<file path="src/hw/rtl/dvrt_pkg.sv">
`timescale 1ns / 1ps
// ----------------------------------------------------------------------------
// dvrt_pkg: shared types and constants for the route table
// Item layouts, kind codes and the command/status bundles between the
// controller and the datapath.
// ----------------------------------------------------------------------------
package dvrt_pkg;

  localparam int TABLE_ENTRIES = 16;
  localparam int IDX_W = (TABLE_ENTRIES > 1) ? $clog2(TABLE_ENTRIES) : 1;
  localparam logic [15:0] UNREACHABLE = 16'hFFFF;

  typedef enum logic [1:0] {
    KIND_DIRECT  = 2'd0,
    KIND_VECTOR  = 2'd1,
    KIND_TIMEOUT = 2'd2,
    KIND_LOOKUP  = 2'd3
  } kind_t;

  typedef struct packed {
    kind_t       kind;
    logic [7:0]  neighbor_id;
    logic [7:0]  dest_id;
    logic [15:0] distance;
  } in_item_t;

  typedef struct packed {
    logic        table_changed;
    logic        entry_found;
    logic [15:0] route_distance;
    logic [7:0]  next_hop;
    logic        next_hop_valid;
  } out_item_t;

  typedef struct packed {
    logic load;        // capture input item, restart scan
    logic scan_step;   // examine one slot for matches and free space
    logic prep;        // form offered distance, rewind index
    logic clear_step;  // timeout: invalidate one slot if it is the neighbor's or routes via it
    logic commit;      // write offered route, load result register
  } dp_cmd_t;

  typedef struct packed {
    logic last;        // index at final slot
    logic nb_hit;      // neighbor entry found by scan
    logic is_timeout;  // current item is a neighbor timeout
  } dp_status_t;

endpackage

</file>
<file path="src/hw/rtl/dvrt_ctrl.sv">
`timescale 1ns / 1ps
// ----------------------------------------------------------------------------
// dvrt_ctrl: sequencer for the route table
// Walks each item through scan, prepare, optional clear pass and commit,
// and owns the input ready and the result valid.
// ----------------------------------------------------------------------------
module dvrt_ctrl (
  input  logic                  clk,
  input  logic                  rst_n,
  input  logic                  in_valid,
  output logic                  in_ready,
  output logic                  out_valid,
  input  logic                  out_ready,
  input  dvrt_pkg::dp_status_t  status,
  output dvrt_pkg::dp_cmd_t     cmd
);
  import dvrt_pkg::*;

  typedef enum logic [2:0] {
    S_IDLE,
    S_SCAN,
    S_PREP,
    S_CLEAR,
    S_FINISH
  } state_t;

  state_t state_r;
  logic   out_valid_r;
  logic   out_free;

  assign out_free  = !out_valid_r || out_ready;
  assign in_ready  = (state_r == S_IDLE);
  assign out_valid = out_valid_r;

  always_comb begin
    cmd            = '0;
    cmd.load       = (state_r == S_IDLE) && in_valid;
    cmd.scan_step  = (state_r == S_SCAN);
    cmd.prep       = (state_r == S_PREP);
    cmd.clear_step = (state_r == S_CLEAR);
    cmd.commit     = (state_r == S_FINISH) && out_free;
  end

  always_ff @(posedge clk) begin
    if (!rst_n) begin
      state_r     <= S_IDLE;
      out_valid_r <= 1'b0;
    end else begin
      if (cmd.commit) begin
        out_valid_r <= 1'b1;
      end else if (out_ready) begin
        out_valid_r <= 1'b0;
      end
      unique case (state_r)
        S_IDLE: begin
          if (in_valid) state_r <= S_SCAN;
        end
        S_SCAN: begin
          if (status.last) state_r <= S_PREP;
        end
        S_PREP: begin
          state_r <= (status.is_timeout && status.nb_hit) ? S_CLEAR : S_FINISH;
        end
        S_CLEAR: begin
          if (status.last) state_r <= S_FINISH;
        end
        S_FINISH: begin
          if (out_free) state_r <= S_IDLE;
        end
        default: state_r <= S_IDLE;
      endcase
    end
  end

  // A result is never loaded over one that has not been taken.
  a_no_overwrite: assert property (@(posedge clk) disable iff (!rst_n)
    cmd.commit |-> (!out_valid_r || out_ready))
    else $error("result overwritten before taken");

  // Every commit presents a result on the next cycle.
  a_commit_valid: assert property (@(posedge clk) disable iff (!rst_n)
    cmd.commit |=> out_valid_r)
    else $error("commit did not raise out_valid");

  // No new item is taken while the table is being walked.
  a_single_item: assert property (@(posedge clk) disable iff (!rst_n)
    (state_r == S_SCAN || state_r == S_CLEAR) |-> !in_ready)
    else $error("input ready during table walk");

endmodule

</file>
<file path="src/hw/rtl/dvrt_datapath.sv">
`timescale 1ns / 1ps
// ----------------------------------------------------------------------------
// dvrt_datapath: slot storage, scan and update logic
// Holds the table, walks one slot per cycle on command, and forms the
// result item at commit.
// ----------------------------------------------------------------------------
module dvrt_datapath (
  input  logic                  clk,
  input  logic                  rst_n,
  input  dvrt_pkg::in_item_t    in_item,
  input  dvrt_pkg::dp_cmd_t     cmd,
  output dvrt_pkg::dp_status_t  status,
  output dvrt_pkg::out_item_t   out_item
);
  import dvrt_pkg::*;

  // table storage
  logic [TABLE_ENTRIES-1:0] slot_used_r;
  logic [7:0]               slot_dest_r [TABLE_ENTRIES];
  logic [15:0]              slot_dist_r [TABLE_ENTRIES];
  logic [7:0]               slot_hop_r  [TABLE_ENTRIES];
  logic                     slot_hv_r   [TABLE_ENTRIES];

  in_item_t   item_r;
  logic [IDX_W-1:0] idx_r;

  logic             dst_hit_r, nb_hit_r, free_hit_r;
  logic [IDX_W-1:0] dst_idx_r, nb_idx_r, free_idx_r;
  logic [15:0]      dst_dist_r, nb_dist_r;
  logic [7:0]       dst_hop_r, nb_hop_r;
  logic             dst_hv_r, nb_hv_r;

  logic [15:0] offer_dist_r;
  logic        offer_ok_r;
  logic        clr_chg_r;
  out_item_t   out_r;

  // current slot
  logic        rd_used, rd_hv;
  logic [7:0]  rd_dest, rd_hop;
  logic [15:0] rd_dist;
  logic        clr_hit;
  logic [16:0] sum;
  logic        upd, ins;
  logic [IDX_W-1:0] wr_idx;
  out_item_t   res;

  assign rd_used = slot_used_r[idx_r];
  assign rd_dest = slot_dest_r[idx_r];
  assign rd_dist = slot_dist_r[idx_r];
  assign rd_hop  = slot_hop_r[idx_r];
  assign rd_hv   = slot_hv_r[idx_r];

  assign clr_hit = rd_used &&
                   ((rd_hv && (rd_hop == item_r.neighbor_id)) || (idx_r == nb_idx_r));

  assign sum = {1'b0, item_r.distance} + {1'b0, nb_dist_r};

  assign upd    = offer_ok_r && dst_hit_r && (dst_dist_r > offer_dist_r);
  assign ins    = offer_ok_r && !dst_hit_r && free_hit_r;
  assign wr_idx = upd ? dst_idx_r : free_idx_r;

  assign status.last       = (idx_r == IDX_W'(TABLE_ENTRIES - 1));
  assign status.nb_hit     = nb_hit_r;
  assign status.is_timeout = (item_r.kind == KIND_TIMEOUT);

  always_comb begin
    res = '0;
    if (item_r.kind == KIND_TIMEOUT) begin
      res.table_changed  = clr_chg_r;
      res.entry_found    = nb_hit_r;
      res.route_distance = UNREACHABLE;
      res.next_hop_valid = nb_hit_r && nb_hv_r;
      res.next_hop       = (nb_hit_r && nb_hv_r) ? nb_hop_r : 8'd0;
    end else if (upd || ins) begin
      res.table_changed  = 1'b1;
      res.entry_found    = 1'b1;
      res.route_distance = offer_dist_r;
      res.next_hop       = item_r.neighbor_id;
      res.next_hop_valid = 1'b1;
    end else begin
      res.entry_found    = dst_hit_r;
      res.route_distance = dst_hit_r ? dst_dist_r : UNREACHABLE;
      res.next_hop_valid = dst_hit_r && dst_hv_r;
      res.next_hop       = (dst_hit_r && dst_hv_r) ? dst_hop_r : 8'd0;
    end
  end

  // scan bookkeeping
  always_ff @(posedge clk) begin
    if (cmd.load) begin
      item_r     <= in_item;
      idx_r      <= '0;
      dst_hit_r  <= 1'b0;
      nb_hit_r   <= 1'b0;
      free_hit_r <= 1'b0;
    end
    if (cmd.scan_step) begin
      idx_r <= idx_r + 1'b1;
      if (rd_used && (rd_dest == item_r.dest_id) && !dst_hit_r) begin
        dst_hit_r  <= 1'b1;
        dst_idx_r  <= idx_r;
        dst_dist_r <= rd_dist;
        dst_hop_r  <= rd_hop;
        dst_hv_r   <= rd_hv;
      end
      if (rd_used && (rd_dest == item_r.neighbor_id) && !nb_hit_r) begin
        nb_hit_r  <= 1'b1;
        nb_idx_r  <= idx_r;
        nb_dist_r <= rd_dist;
        nb_hop_r  <= rd_hop;
        nb_hv_r   <= rd_hv;
      end
      if (!rd_used && !free_hit_r) begin
        free_hit_r <= 1'b1;
        free_idx_r <= idx_r;
      end
    end
    if (cmd.prep) begin
      idx_r     <= '0;
      clr_chg_r <= 1'b0;
      if (item_r.kind == KIND_DIRECT) begin
        offer_dist_r <= item_r.distance;
      end else begin
        offer_dist_r <= sum[16] ? UNREACHABLE : sum[15:0];
      end
      offer_ok_r <= (item_r.kind == KIND_DIRECT) ||
                    ((item_r.kind == KIND_VECTOR) && nb_hit_r &&
                     (nb_dist_r != UNREACHABLE) && (item_r.distance != UNREACHABLE));
    end
    if (cmd.clear_step) begin
      idx_r <= idx_r + 1'b1;
      if (clr_hit && ((rd_dist != UNREACHABLE) || rd_hv)) clr_chg_r <= 1'b1;
    end
    if (cmd.commit) begin
      out_r <= res;
    end
  end

  // slot payload writes
  always_ff @(posedge clk) begin
    if (cmd.clear_step && clr_hit) begin
      slot_dist_r[idx_r] <= UNREACHABLE;
      slot_hv_r[idx_r]   <= 1'b0;
    end
    if (cmd.commit && (upd || ins)) begin
      slot_dest_r[wr_idx] <= item_r.dest_id;
      slot_dist_r[wr_idx] <= offer_dist_r;
      slot_hop_r[wr_idx]  <= item_r.neighbor_id;
      slot_hv_r[wr_idx]   <= 1'b1;
    end
  end

  always_ff @(posedge clk) begin
    if (!rst_n) begin
      slot_used_r <= '0;
    end else if (cmd.commit && ins) begin
      slot_used_r[free_idx_r] <= 1'b1;
    end
  end

  assign out_item = out_r;

  // A timeout result never reports a reachable distance.
  a_timeout_unreach: assert property (@(posedge clk) disable iff (!rst_n)
    (cmd.commit && (item_r.kind == KIND_TIMEOUT)) |=> (out_r.route_distance == UNREACHABLE))
    else $error("timeout result with reachable distance");

  // A change always leaves an entry behind.
  a_change_found: assert property (@(posedge clk) disable iff (!rst_n)
    cmd.commit |=> (!out_r.table_changed || out_r.entry_found))
    else $error("table changed without entry");

  // An invalid hop is always reported as zero.
  a_hop_zero: assert property (@(posedge clk) disable iff (!rst_n)
    cmd.commit |=> (out_r.next_hop_valid || (out_r.next_hop == 8'd0)))
    else $error("invalid next hop not zero");

endmodule

</file>
<file path="src/hw/rtl/distance_vector_route_table_top.sv">
`timescale 1ns / 1ps
// ----------------------------------------------------------------------------
// distance_vector_route_table_top: distance-vector routing table
// Fixed table of destination / distance / next-hop entries, updated by
// direct routes, relaxed vector elements and neighbor timeouts.
// ----------------------------------------------------------------------------
//
//  channel  | direction | handshake            | payload
//  ---------+-----------+----------------------+----------------------------
//  in_      | input     | in_valid / in_ready  | in_item  (in_item_t)
//  out_     | output    | out_valid / out_ready| out_item (out_item_t)
//
//  Walk: the table is walked one slot per cycle over the single table read
//    port; a neighbor timeout that finds its neighbor walks it a second
//    time to clear routes.
//  Reset: rst_n low clears the slot used bits, the sequencer and out_valid.
//  Stalls: the next item is taken while a result waits in the output
//    register; a finished item holds in the commit step until that
//    register is free.
//
// Each item makes one pass over all slots that records the first entry
// for the destination, the first entry for the neighbor and the first free
// slot. A prepare step forms the offered distance (saturating add for a
// vector element). A timeout that finds its neighbor then makes a second
// pass that invalidates the neighbor's slot and every route through it. The
// commit step writes the offered route (improve in place, or insert in the
// free slot) and loads the result register.
// ----------------------------------------------------------------------------
module distance_vector_route_table_top (
  input  logic                 clk,
  input  logic                 rst_n,
  input  logic                 in_valid,
  output logic                 in_ready,
  input  dvrt_pkg::in_item_t   in_item,
  output logic                 out_valid,
  input  logic                 out_ready,
  output dvrt_pkg::out_item_t  out_item
);
  import dvrt_pkg::*;

  dp_cmd_t    cmd;
  dp_status_t status;

  // sequencer: handshakes and step order
  dvrt_ctrl u_ctrl (
    .clk       (clk),
    .rst_n     (rst_n),
    .in_valid  (in_valid),
    .in_ready  (in_ready),
    .out_valid (out_valid),
    .out_ready (out_ready),
    .status    (status),
    .cmd       (cmd)
  );

  // table storage, scan and result register
  dvrt_datapath u_dp (
    .clk      (clk),
    .rst_n    (rst_n),
    .in_item  (in_item),
    .cmd      (cmd),
    .status   (status),
    .out_item (out_item)
  );

endmodule

</file>
<file path="config.mk">
export PLATFORM = sky130hd
export DESIGN_NAME = distance_vector_route_table_top
export DESIGN_NICKNAME = d
export VERILOG_FILES = /design/src/hw/rtl/dvrt_pkg.sv /design/src/hw/rtl/dvrt_ctrl.sv /design/src/hw/rtl/dvrt_datapath.sv /design/src/hw/rtl/distance_vector_route_table_top.sv
export SDC_FILE = /design/constraint.sdc
export NUM_CORES = 1
export LEC_CHECK = 0
export BUFFER_PORTS_ARGS = -buffer_cell sky130_fd_sc_hd__buf_2
export CORE_MARGIN = 5
export CORE_UTILIZATION = 55
export CTS_BUF_LIST = sky130_fd_sc_hd__clkbuf_16
export DETAILED_ROUTE_END_ITERATION = 10
export PLACE_DENSITY = 0.8
export SETUP_SLACK_MARGIN = 0.4
export SLEW_MARGIN = 20
export SYNTH_ARGS = -nofsm -noshare
export SYNTH_HDL_FRONTEND = slang
export SYNTH_SLANG_ARGS = --single-unit
</file>
<file path="constraint.sdc">
create_clock -name clk -period 11.05 [get_ports clk]
set_input_delay 0.5525 -clock clk [delete_from_list [all_inputs] [get_ports clk]]
set_output_delay 0.5525 -clock clk [all_outputs]
set_load 0.01 [all_outputs]
</file>
* Yosys cells after proc, flatten, opt, wreduce, memory -nomap -nowiden *
Memories as Yosys holds them, arrays and structs flattened. A register that Yosys moved wholly into a read port is not among the register bits.
Cells that the tools add are included.

storage, ports and cells
  register bits = 168
  bits in writable memories = 528
  output and inout port bits = 29
  word-level logic and storage cells = 152
  memories = 4

memories
  memory            depth  width  rd ports  clocked after memory_dff  write ports  RTL line             source
  u_dp.slot_dist_r  16     16     1         1                         1            dvrt_datapath.sv:20  logic [15:0] slot_dist_r [TABLE_ENTRIES];
  u_dp.slot_dest_r  16     8      1         1                         1            dvrt_datapath.sv:19  logic [7:0] slot_dest_r [TABLE_ENTRIES];
  u_dp.slot_hop_r   16     8      1         1                         1            dvrt_datapath.sv:21  logic [7:0] slot_hop_r [TABLE_ENTRIES];
  u_dp.slot_hv_r    16     1      1         1                         1            dvrt_datapath.sv:22  logic slot_hv_r [TABLE_ENTRIES];

operators by class
  $add $sub $neg = 2
  $lt $le $gt $ge = 4
  equal/unequal tests = 18
  muxes and demuxes = 51
  bitwise gates (word level) = 1
  reductions and logical operators = 44

operator list
  cell                                                                   number
  16-bit two-way mux                                                     4
  16-bit inequality test, second input constant                          3
  4-bit two-way mux                                                      11
  27-bit two-way mux                                                     1
  26-bit two-way mux                                                     1
  8-bit equality test                                                    3
  1-bit logical AND                                                      24
  1-bit two-way mux                                                      24
  16-bit by 16-bit adder with 17-bit output                              1
  16-bit > comparator                                                    1
  8-bit two-way mux                                                      2
  16-bit bitwise OR                                                      1
  16-bit OR reduction                                                    1
  3-bit two-way mux                                                      5
  3-bit one-hot mux with 5 select lines                                  1
  4-bit by 5-bit < comparator with 1-bit output, second input constant   2
  3-bit by 2-bit equality test with 1-bit output, second input constant  2
  2-bit AND reduction                                                    3
  1-bit logical NOT                                                      5
  1-bit logical OR                                                       5
  4-bit by 1-bit adder with 4-bit output, second input constant          1
  1-bit binary-select mux with 4-bit select                              1
  1-bit demux with 4-bit select                                          1
  4-bit equality test                                                    1
  14 further kinds                                                       16

* Logic depth before layout (Yosys ltp) *
Gate-level depths: netlist of run 1.

  depth after elaboration = 9
  gate-level depth with buffers = 12
  mapped depth without buffers = 11

* Hierarchy *
A second synthesis of run 1 with hierarchy kept.

unflattened totals
  cell total of the unflattened synthesis = 1825
  area, all modules = 29809.8 µm²

modules (own cells, without submodules)
  module         times used  cells each  area an instance (µm²)  seq. area each (µm²)
  dvrt_datapath  1           1795        29543.3                 20499.7
  dvrt_ctrl      1           30          266.5                   80.1

* Worst setup path before layout of run 1 *
OpenSTA, ideal clock, no wires.

  kind = register to register
  from = reg u_dp.dst_dist_r[15]
  to = mem u_dp.slot_dist_r[4][0], enable pin
  library setup time = 412 ps
  arrival = 3720 ps
  data required time = 10638 ps
  setup slack = 6917 ps
  stages on the path, launching flop included = 9
  path buffers = 0
  period minus slack after synthesis = 4133 ps
  cell sequence = edfxtp_1 > ha_1 > nand3_1 > nor4_1 > o21ai_0 > a2111oi_0 > a211oi_1 > or3_1 > nor3_1

between the ends
  word-level cells in the longest chain between the ends = 8
  elaborated cells between the ends (all ways) = 10
  those cells by class = order compare (1); mux (5); reduce/logical (4)

ends and longest elaborated chain
  what                                                                     RTL line              source
  start: declaration                                                       dvrt_datapath.sv:29   logic [15:0] dst_dist_r, nb_dist_r;
  start signal: assignment                                                 dvrt_datapath.sv:103  dst_dist_r <= rd_dist;
  16-bit > comparator (*)                                                  dvrt_datapath.sv:59   assign upd = offer_ok_r && dst_hit_r && (dst_dist_r > offer_dist_r);
  1-bit logical AND (*)                                                    dvrt_datapath.sv:59
  1-bit logical OR                                                         dvrt_datapath.sv:146  if (cmd.commit && (upd || ins)) begin
  1-bit logical AND                                                        dvrt_datapath.sv:146
  1-bit two-way mux                                                        dvrt_datapath.sv:146
  1-bit two-way mux (implied by the code)                                  dvrt_datapath.sv:148  slot_dist_r[wr_idx] <= offer_dist_r;
  16-bit OR reduction (no source line)                                     -
  4-bit two-way mux (no source line) or 1-bit two-way mux (tied branches)  -
  end: declaration                                                         dvrt_datapath.sv:20

Mark *: on every way between the ends. The rest lies on a longest branch, timed or not.

* Worst setup path after layout of run 1 *
  from = reg u_dp.dst_dist_r[11]
  to = mem u_dp.slot_hop_r[3][2], enable pin

between the ends
  word-level cells in the longest chain between the ends = 6
  elaborated cells between the ends (all ways) = 7
  those cells by class = order compare (1); mux (3); reduce/logical (3)

ends and longest elaborated chain
  what                                     RTL line              source
  16-bit > comparator (*)                  dvrt_datapath.sv:59
  1-bit logical AND (*)                    dvrt_datapath.sv:59
  1-bit logical OR                         dvrt_datapath.sv:146
  1-bit logical AND                        dvrt_datapath.sv:146
  1-bit two-way mux                        dvrt_datapath.sv:146
  1-bit two-way mux (implied by the code)  dvrt_datapath.sv:149  slot_hop_r[wr_idx] <= item_r.neighbor_id;
  end: declaration                         dvrt_datapath.sv:21

Marked as above.

==> flow_summary.toml, run 1 <==
[synth]
synthDominantCellAreaShare_pct = 71.13
synth_nets = 1571
synth_area_leaders = "edfxtp_1 (71%), mux4_2 (12%), dfxtp_1 (2.0%)"
synth_flop_cell = "edfxtp_1"
yosysMostFrequentCell = "edfxtp_1"
synth-warning-count = 0
synth_edf_count = 672
async_flop_share_pct = 0
syn_area_per_cell_sq_um = 18.93
netlist-cell-type-count = 60
ys_seq_area_share_pct = 73.10
yosys.area.top_type = "edfxtp_1"
synth.cells.most_frequent = "edfxtp_1 (672), mux4_2 (147), nor2_1 (72)"
syn_area_sq_um = 28370
ys_ff_latch = 700
syn_inst = 1499

[cts]
cts_setup_buffers = 0
htree_levels = 3
clockBufferDepth = 3
cts_tree = "built"
numCtsBuffers = 68
worstSkewPairLatency_ns = 0.59
clk_pin_slew_ns = 0.06
clk_root_buffer_cell = "clkbuf_16"
clock-sinks = 700
hold_buffers = 0
cts.repair.resized = 0

[drt]
num_vias = 15050
route.met2.wl_mm = 30.49
drc = 0
ant_nets = 0
via_per_inst = 6.446
m1WireLength_mm = 25.45
routed_wire_length_per_instance_microns = 27.13
routed.top_layer = "met4"
drt_pass1_iterations = 5
drt_iter0_drc = 1817
wl_mm = 63.31
wl_met3_mm = 5.475

[setup_path]
max_stage_delay_ns = 1.07
critPathRequiredTime_ns = 11.33
crit_chain = "ha_1 -> nand3_1 -> nor4_1 -> o21ai_0 -> a2111oi_0 -> a21oi_1 -> nor2_2 -> buf_4"
worstSetupPathType = "reg -> reg"
cp_num_buf_inv = 1
cp.arrival_ns = 5.11
path_delay_family = "compound AO/OA/AOI/OAI gates"
cp-end-kind = "register"
cp-start-kind = "register"
crit_path_max_fanout = 9
critPathSlowestCell = "a2111oi_0"

[timing]
rsz0062_at_grt = "no"
min_period_over_period_pct = 43.71
setup_tns_ns = 0
worst_pin_slew_ns = 1.188
hold_viol = 0
setup_violations = 0
min_period_ns = 4.830
max_freq_mhz = 207.1
slew_headroom_pct = 18.78
maxSlewViolCount = 0
skew_ns = 0.02501

[placed_design]
gp_congestion = 0.9064
dp_hpwl_mm = 37.82
io_buffers = 66
placed_area_sq_um = 29640

[die]
io_pins = 67
start_util_pct = 55.41
die_area_sq_um = 56230
coreArea_sq_um = 51200
fp.dieW_microns = 237.1
rows = 83
die_y_microns = 237.1

[status]
status = "complete, no violations"

[min_path]
hold_path_class = "in -> reg"

[flow_run]
maxCapViolCount = 0

[power_and_ir_drop]
p_leak_nw = 10.98
power_density_nw_per_um2 = 181.1
vdd_drop_max_mv = 0.1076

[layout]
finish.utilization_pct = 62.21
drive_above_1_share_pct = 23.46
fin_nets = 1674
fillers = 3325
num_antenna_cells = 0
final_cell_area_sq_um = 31850
area_delta_synth_final_pct = 12.27

[global_route]
grt_first_pass_wirelength_mm = 96.15
antenna_found_initial = 0
grt_use_total_pct = 22.51
grt.overflow.total = 0
grt_start_max_net_pins = 69
grt_pass1_vias = 15250
## worst register-to-register path, delay by kind of cell, from the launching register on
family          cells  cell delay [ns]
compound gates      3             1.93
fa+ha+maj           1             0.36
buf+inv             1             0.35
flops               1             0.43
simple gates        3             1.45
## area by class of cell
| cell class | count | area [sq um] | area share, % |
|---|---|---|---|
| Multi-Input combinational cell | 697 | 7362 | 23.11 |
| Clock buffer | 73 | 1827 | 5.735 |
| Timing Repair Buffer | 99 | 578.1 | 1.815 |
| Sequential cell | 700 | 20750 | 65.15 |
| Clock inverter | 49 | 346.6 | 1.088 |
| Tap cell | 680 | 850.8 | 2.671 |
| Inverter | 36 | 136.4 | 0.4282 |
## per-stage QoR
stage	power [mW]	instances	hold slack, ns	setup slack, ns
after floorplan	3.418	1499	0.4420	6.917
after global placement	3.539	2212	0.4694	6.507
after detailed placement	3.552	2212	0.4735	6.311
after CTS	5.789	2334	0.1102	6.204
after global routing	5.950	2334	0.1240	5.950
final	5.770	2334	0.1412	6.220
## report_power, final
part | leakage [nW] | internal (mW) | switching (mW) | total (mW)
sequential | 6.95 | 2.94 | 0.0859 | 3.02
combinational | 2.90 | 0.229 | 0.259 | 0.488
clock | 1.13 | 1.31 | 0.952 | 2.26
## layout by cell type (no fill, tap or decap), drive strengths merged, types with 6 or more instances in the layout
| master | netlist | layout |
|---|---|---|
| a211oi | 6 | 6 |
| a21o | 16 | 16 |
| a21oi | 34 | 34 |
| a22o | 8 | 8 |
| a22oi | 13 | 13 |
| a31oi | 7 | 7 |
| and2 | 6 | 6 |
| buf | 35 | 99 |
| clkbuf | 31 | 73 |
| clkinv | 0 | 21 |
| dfxtp | 28 | 28 |
| edfxtp | 672 | 672 |
| ha | 33 | 33 |
| inv | 36 | 55 |
| mux2i | 43 | 43 |
| mux4 | 152 | 152 |
| nand2 | 51 | 51 |
| nand2b | 9 | 9 |
| nand3 | 7 | 7 |
| nand4 | 15 | 15 |
| nor2 | 72 | 72 |
| nor2b | 29 | 29 |
| nor3 | 28 | 28 |
| nor3b | 15 | 15 |
| o21a | 8 | 8 |
| o21ai | 31 | 31 |
| o22a | 14 | 14 |
| xnor2 | 34 | 34 |
| xor2 | 10 | 10 |
## path summary, 6_finish.rpt
| check | start | slack [ns] | endpoint | cells after the start |
|---|---|---|---|---|
| max | u_dp.dst_dist_r[11] | 6.22 | u_dp.slot_hop_r[3][2] | 8 |
| min reg2reg | u_dp.slot_used_r[11] | 0.48 | u_dp.slot_used_r[11] | 2 |
| min | in_item[27] | 0.14 | u_dp.item_r[27] | 1 |
| max reg2reg | u_dp.dst_dist_r[11] | 6.22 | u_dp.slot_hop_r[3][2] | 8 |
## sequential cells by signal, indices dropped and copies added (netlist names), 27 cells and up, named ones only
name,flops
u_dp.slot_dist_r,256
u_dp.slot_hop_r,128
u_dp.item_r,34
u_dp.out_item,27
u_dp.slot_dest_r,128
## per-layer routing
metal / up-vias / track usage (%)
met5: - / 0
met4: 0 / 7.591
met3: 121 / 4.239
met2: 882 / 35.32
met1: 7755 / 32.56
li1: 6287 / -
## cell families (layout without fill, tap and decap cells)
group | after synthesis | in the layout | share of synthesized area [%]
buf+inv | 102 | 257 | 1.619
simple gates | 253 | 253 | 4.485
xor+xnor | 44 | 44 | 1.358
mux | 197 | 197 | 13.73
compound gates | 169 | 169 | 4.181
fa+ha+maj | 34 | 34 | 1.526
flops | 700 | 700 | 73.10
Power figures use the tool's default switching activity.
==> run 2: changes to the inputs <==
Settings changed: PLACE_DENSITY 0.8 to 0.83.
Clock period 11.05 ns to 3.87 ns, I/O delays scaled along.
==> run 2 against run 1 <==
Clock-buffer cell count is the same. Register-to-register slack worse by 6.1 ns. Critical path depth is 5 higher. Utilization is 4.0 points higher. Via count up 12%. Worst setup slack got worse by 6.1 ns. Combinational power grew to 3.5 times the previous value. Routed wire length up 26%. Hold slack gained 0.16 ns. Maximum frequency rose by 28%. Final area increased by 6.4%. Clock skew up 0.012 ns.
==> flow_summary.toml, run 2 (synthesized netlist as in run 1, its figures left out) <==
[status]
status = "complete, no violations"

[layout]
layout_commonest_cell = "edfxtp_1"
finish.utilization_pct = 66.21
regMostFlops = "u_dp.slot_dist_r"
fin_nets = 1814
area_delta_synth_final_pct = 19.49
fillers = 2972
num_antenna_cells = 0
biggestRegsByFlops = "u_dp.slot_dist_r: 256 flops, u_dp.slot_dest_r: 128 flops, u_dp.slot_hop_r: 128 flops"
largest_register_ffs = 256
final_cell_mix = "edfxtp_1 (672), mux4_2 (149), clkbuf_16 (86)"
drive_above_1_share_pct = 28.80

[drt]
num_vias = 16910
routed_wire_length_per_instance_microns = 32.22
via_per_inst = 6.830
drc = 0
ant_nets = 0
drt_iter0_drc = 2857
wl_mm = 79.74
drt_pass1_iterations = 8

[timing]
rsz0062_at_grt = "yes"
worst_pin_slew_ns = 1.019
min_period_ns = 3.779
setup_tns_ns = 0
skew_ns = 0.03729
maxSlewViolCount = 0
setup_violations = 0
slew_headroom_pct = 31.45
min_period_over_period_pct = 97.64
holdWs_ns = 0.2982
max_freq_mhz = 264.6
hold_viol = 0

[setup_path]
worstSetupPathType = "reg -> reg"
cp-end-kind = "register"
cp-start-kind = "register"
cp.arrival_ns = 4.09
critPathRequiredTime_ns = 4.18
crit_path_max_fanout = 8

[die]
die_y_microns = 237.1
coreArea_sq_um = 51200
io_pins = 67
rows = 83
fp.dieW_microns = 237.1
start_util_pct = 55.41
die_area_sq_um = 56230

[placed_design]
dp_hpwl_mm = 40.43
gp_congestion = 0.9104
io_buffers = 66

[cts]
numCtsBuffers = 70
clockBufferDepth = 3
clk_pin_slew_ns = 0.07
cts_tree = "built"
htree_levels = 3
worstSkewPairLatency_ns = 0.61
clock-sinks = 700
clk_root_buffer_cell = "clkbuf_16"

[power_and_ir_drop]
p_leak_nw = 11.96
vdd_drop_max_mv = 0.3421
power_density_nw_per_um2 = 500.8

[global_route]
antenna_found_initial = 0
grt_use_total_pct = 25.56
grt_pass1_vias = 16330
grt_first_pass_wirelength_mm = 106.9
grt_start_max_net_pins = 49
grt.overflow.total = 0

[min_path]
hold_path_class = "in -> reg"

[flow_run]
maxCapViolCount = 0
==> run 2: cell types whose count changed in the layout (fill, tap and decap cells not counted), sizes merged <==
| cell | change |
|---|---|
| buf | +86 |
| dlygate4sd3 | +39 |
| clkbuf | +13 |
| inv | +3 |
| clkinv | +2 |
| clkinvlp | -2 |
==> run 2: metrics by stage <==
| stage | area [sq um] | power (mW) | cells | worst slack (ns) |
|---|---|---|---|---|
| after floorplan | 28510 | 9.774 | 1499 | 0.2149 |
| after global placement | 30260 | 10.15 | 2264 | 0.1547 |
| after detailed placement | 30260 | 10.19 | 2264 | 0.1253 |
| after CTS | 33100 | 16.76 | 2439 | 0.3944 |
| after global routing | 33900 | 17.44 | 2475 | 0.04385 |
| final | 33900 | 16.98 | 2475 | 0.09122 |
==> run 2: per-layer routing <==
metal  wire, microns  GRT usage, %
met5               0             0
met2           39350         42.72
met3            9783         4.857
met4            3903         9.061
met1           26700         34.26
==> run 2: final timing paths <==
check,startpoint,slack [ns],end,cells past startpoint
worst min register to register,u_dp.slot_used_r[6],0.49,u_dp.slot_used_r[6],2
worst max-delay path,register,0.09,u_dp.slot_dist_r[14][1],13
worst min-delay path,in_item[26],0.30,u_dp.item_r[26],2
worst max register to register,register,0.09,u_dp.slot_dist_r[14][1],13
==> run 2: final cells by class <==
type / count / area, sq um / share of cell area, %
clock buffer: 73 / 1827 / 5.389
clock inverter: 52 / 384.1 / 1.133
inverter: 36 / 135.1 / 0.3986
multi-input combinational: 697 / 7556 / 22.29
sequential: 700 / 20750 / 61.22
tap: 680 / 850.8 / 2.510
timing repair buffer: 237 / 2395 / 7.064
==> run 2: report_power, final <==
part / switching, mW / internal (mW) / total [mW] / leakage (nW)
Sequential: 0.143 / 8.39 / 8.53 / 6.95
Combinational: 0.960 / 0.758 / 1.72 / 3.88
Clock: 2.96 / 3.77 / 6.73 / 1.14
Total: 4.06 / 12.9 / 17.0 / 12.0
==> run 2: what timing repair did <==
action,in CTS,in global routing
hold endpoints to repair,54,0
setup endpoints to repair,746,773
pin swaps,6,14
gates resized for setup,22,65
gates cloned,1,16
setup buffers,10,20
hold buffers,39,0
==> run 2: critical path: stages, from the launching register on <==
cell and delay, ns:
dfxtp_4 0.46, buf_8 0.16, mux4_2 0.52, a22o_1 0.23
a31oi_1 0.24, o22ai_1 0.13, or4b_4 0.51, o31ai_4 0.24
buf_6 0.16, a22oi_4 0.06, buf_12 0.17, nor3_4 0.25
buf_4 0.19, clkbuf_16 0.15
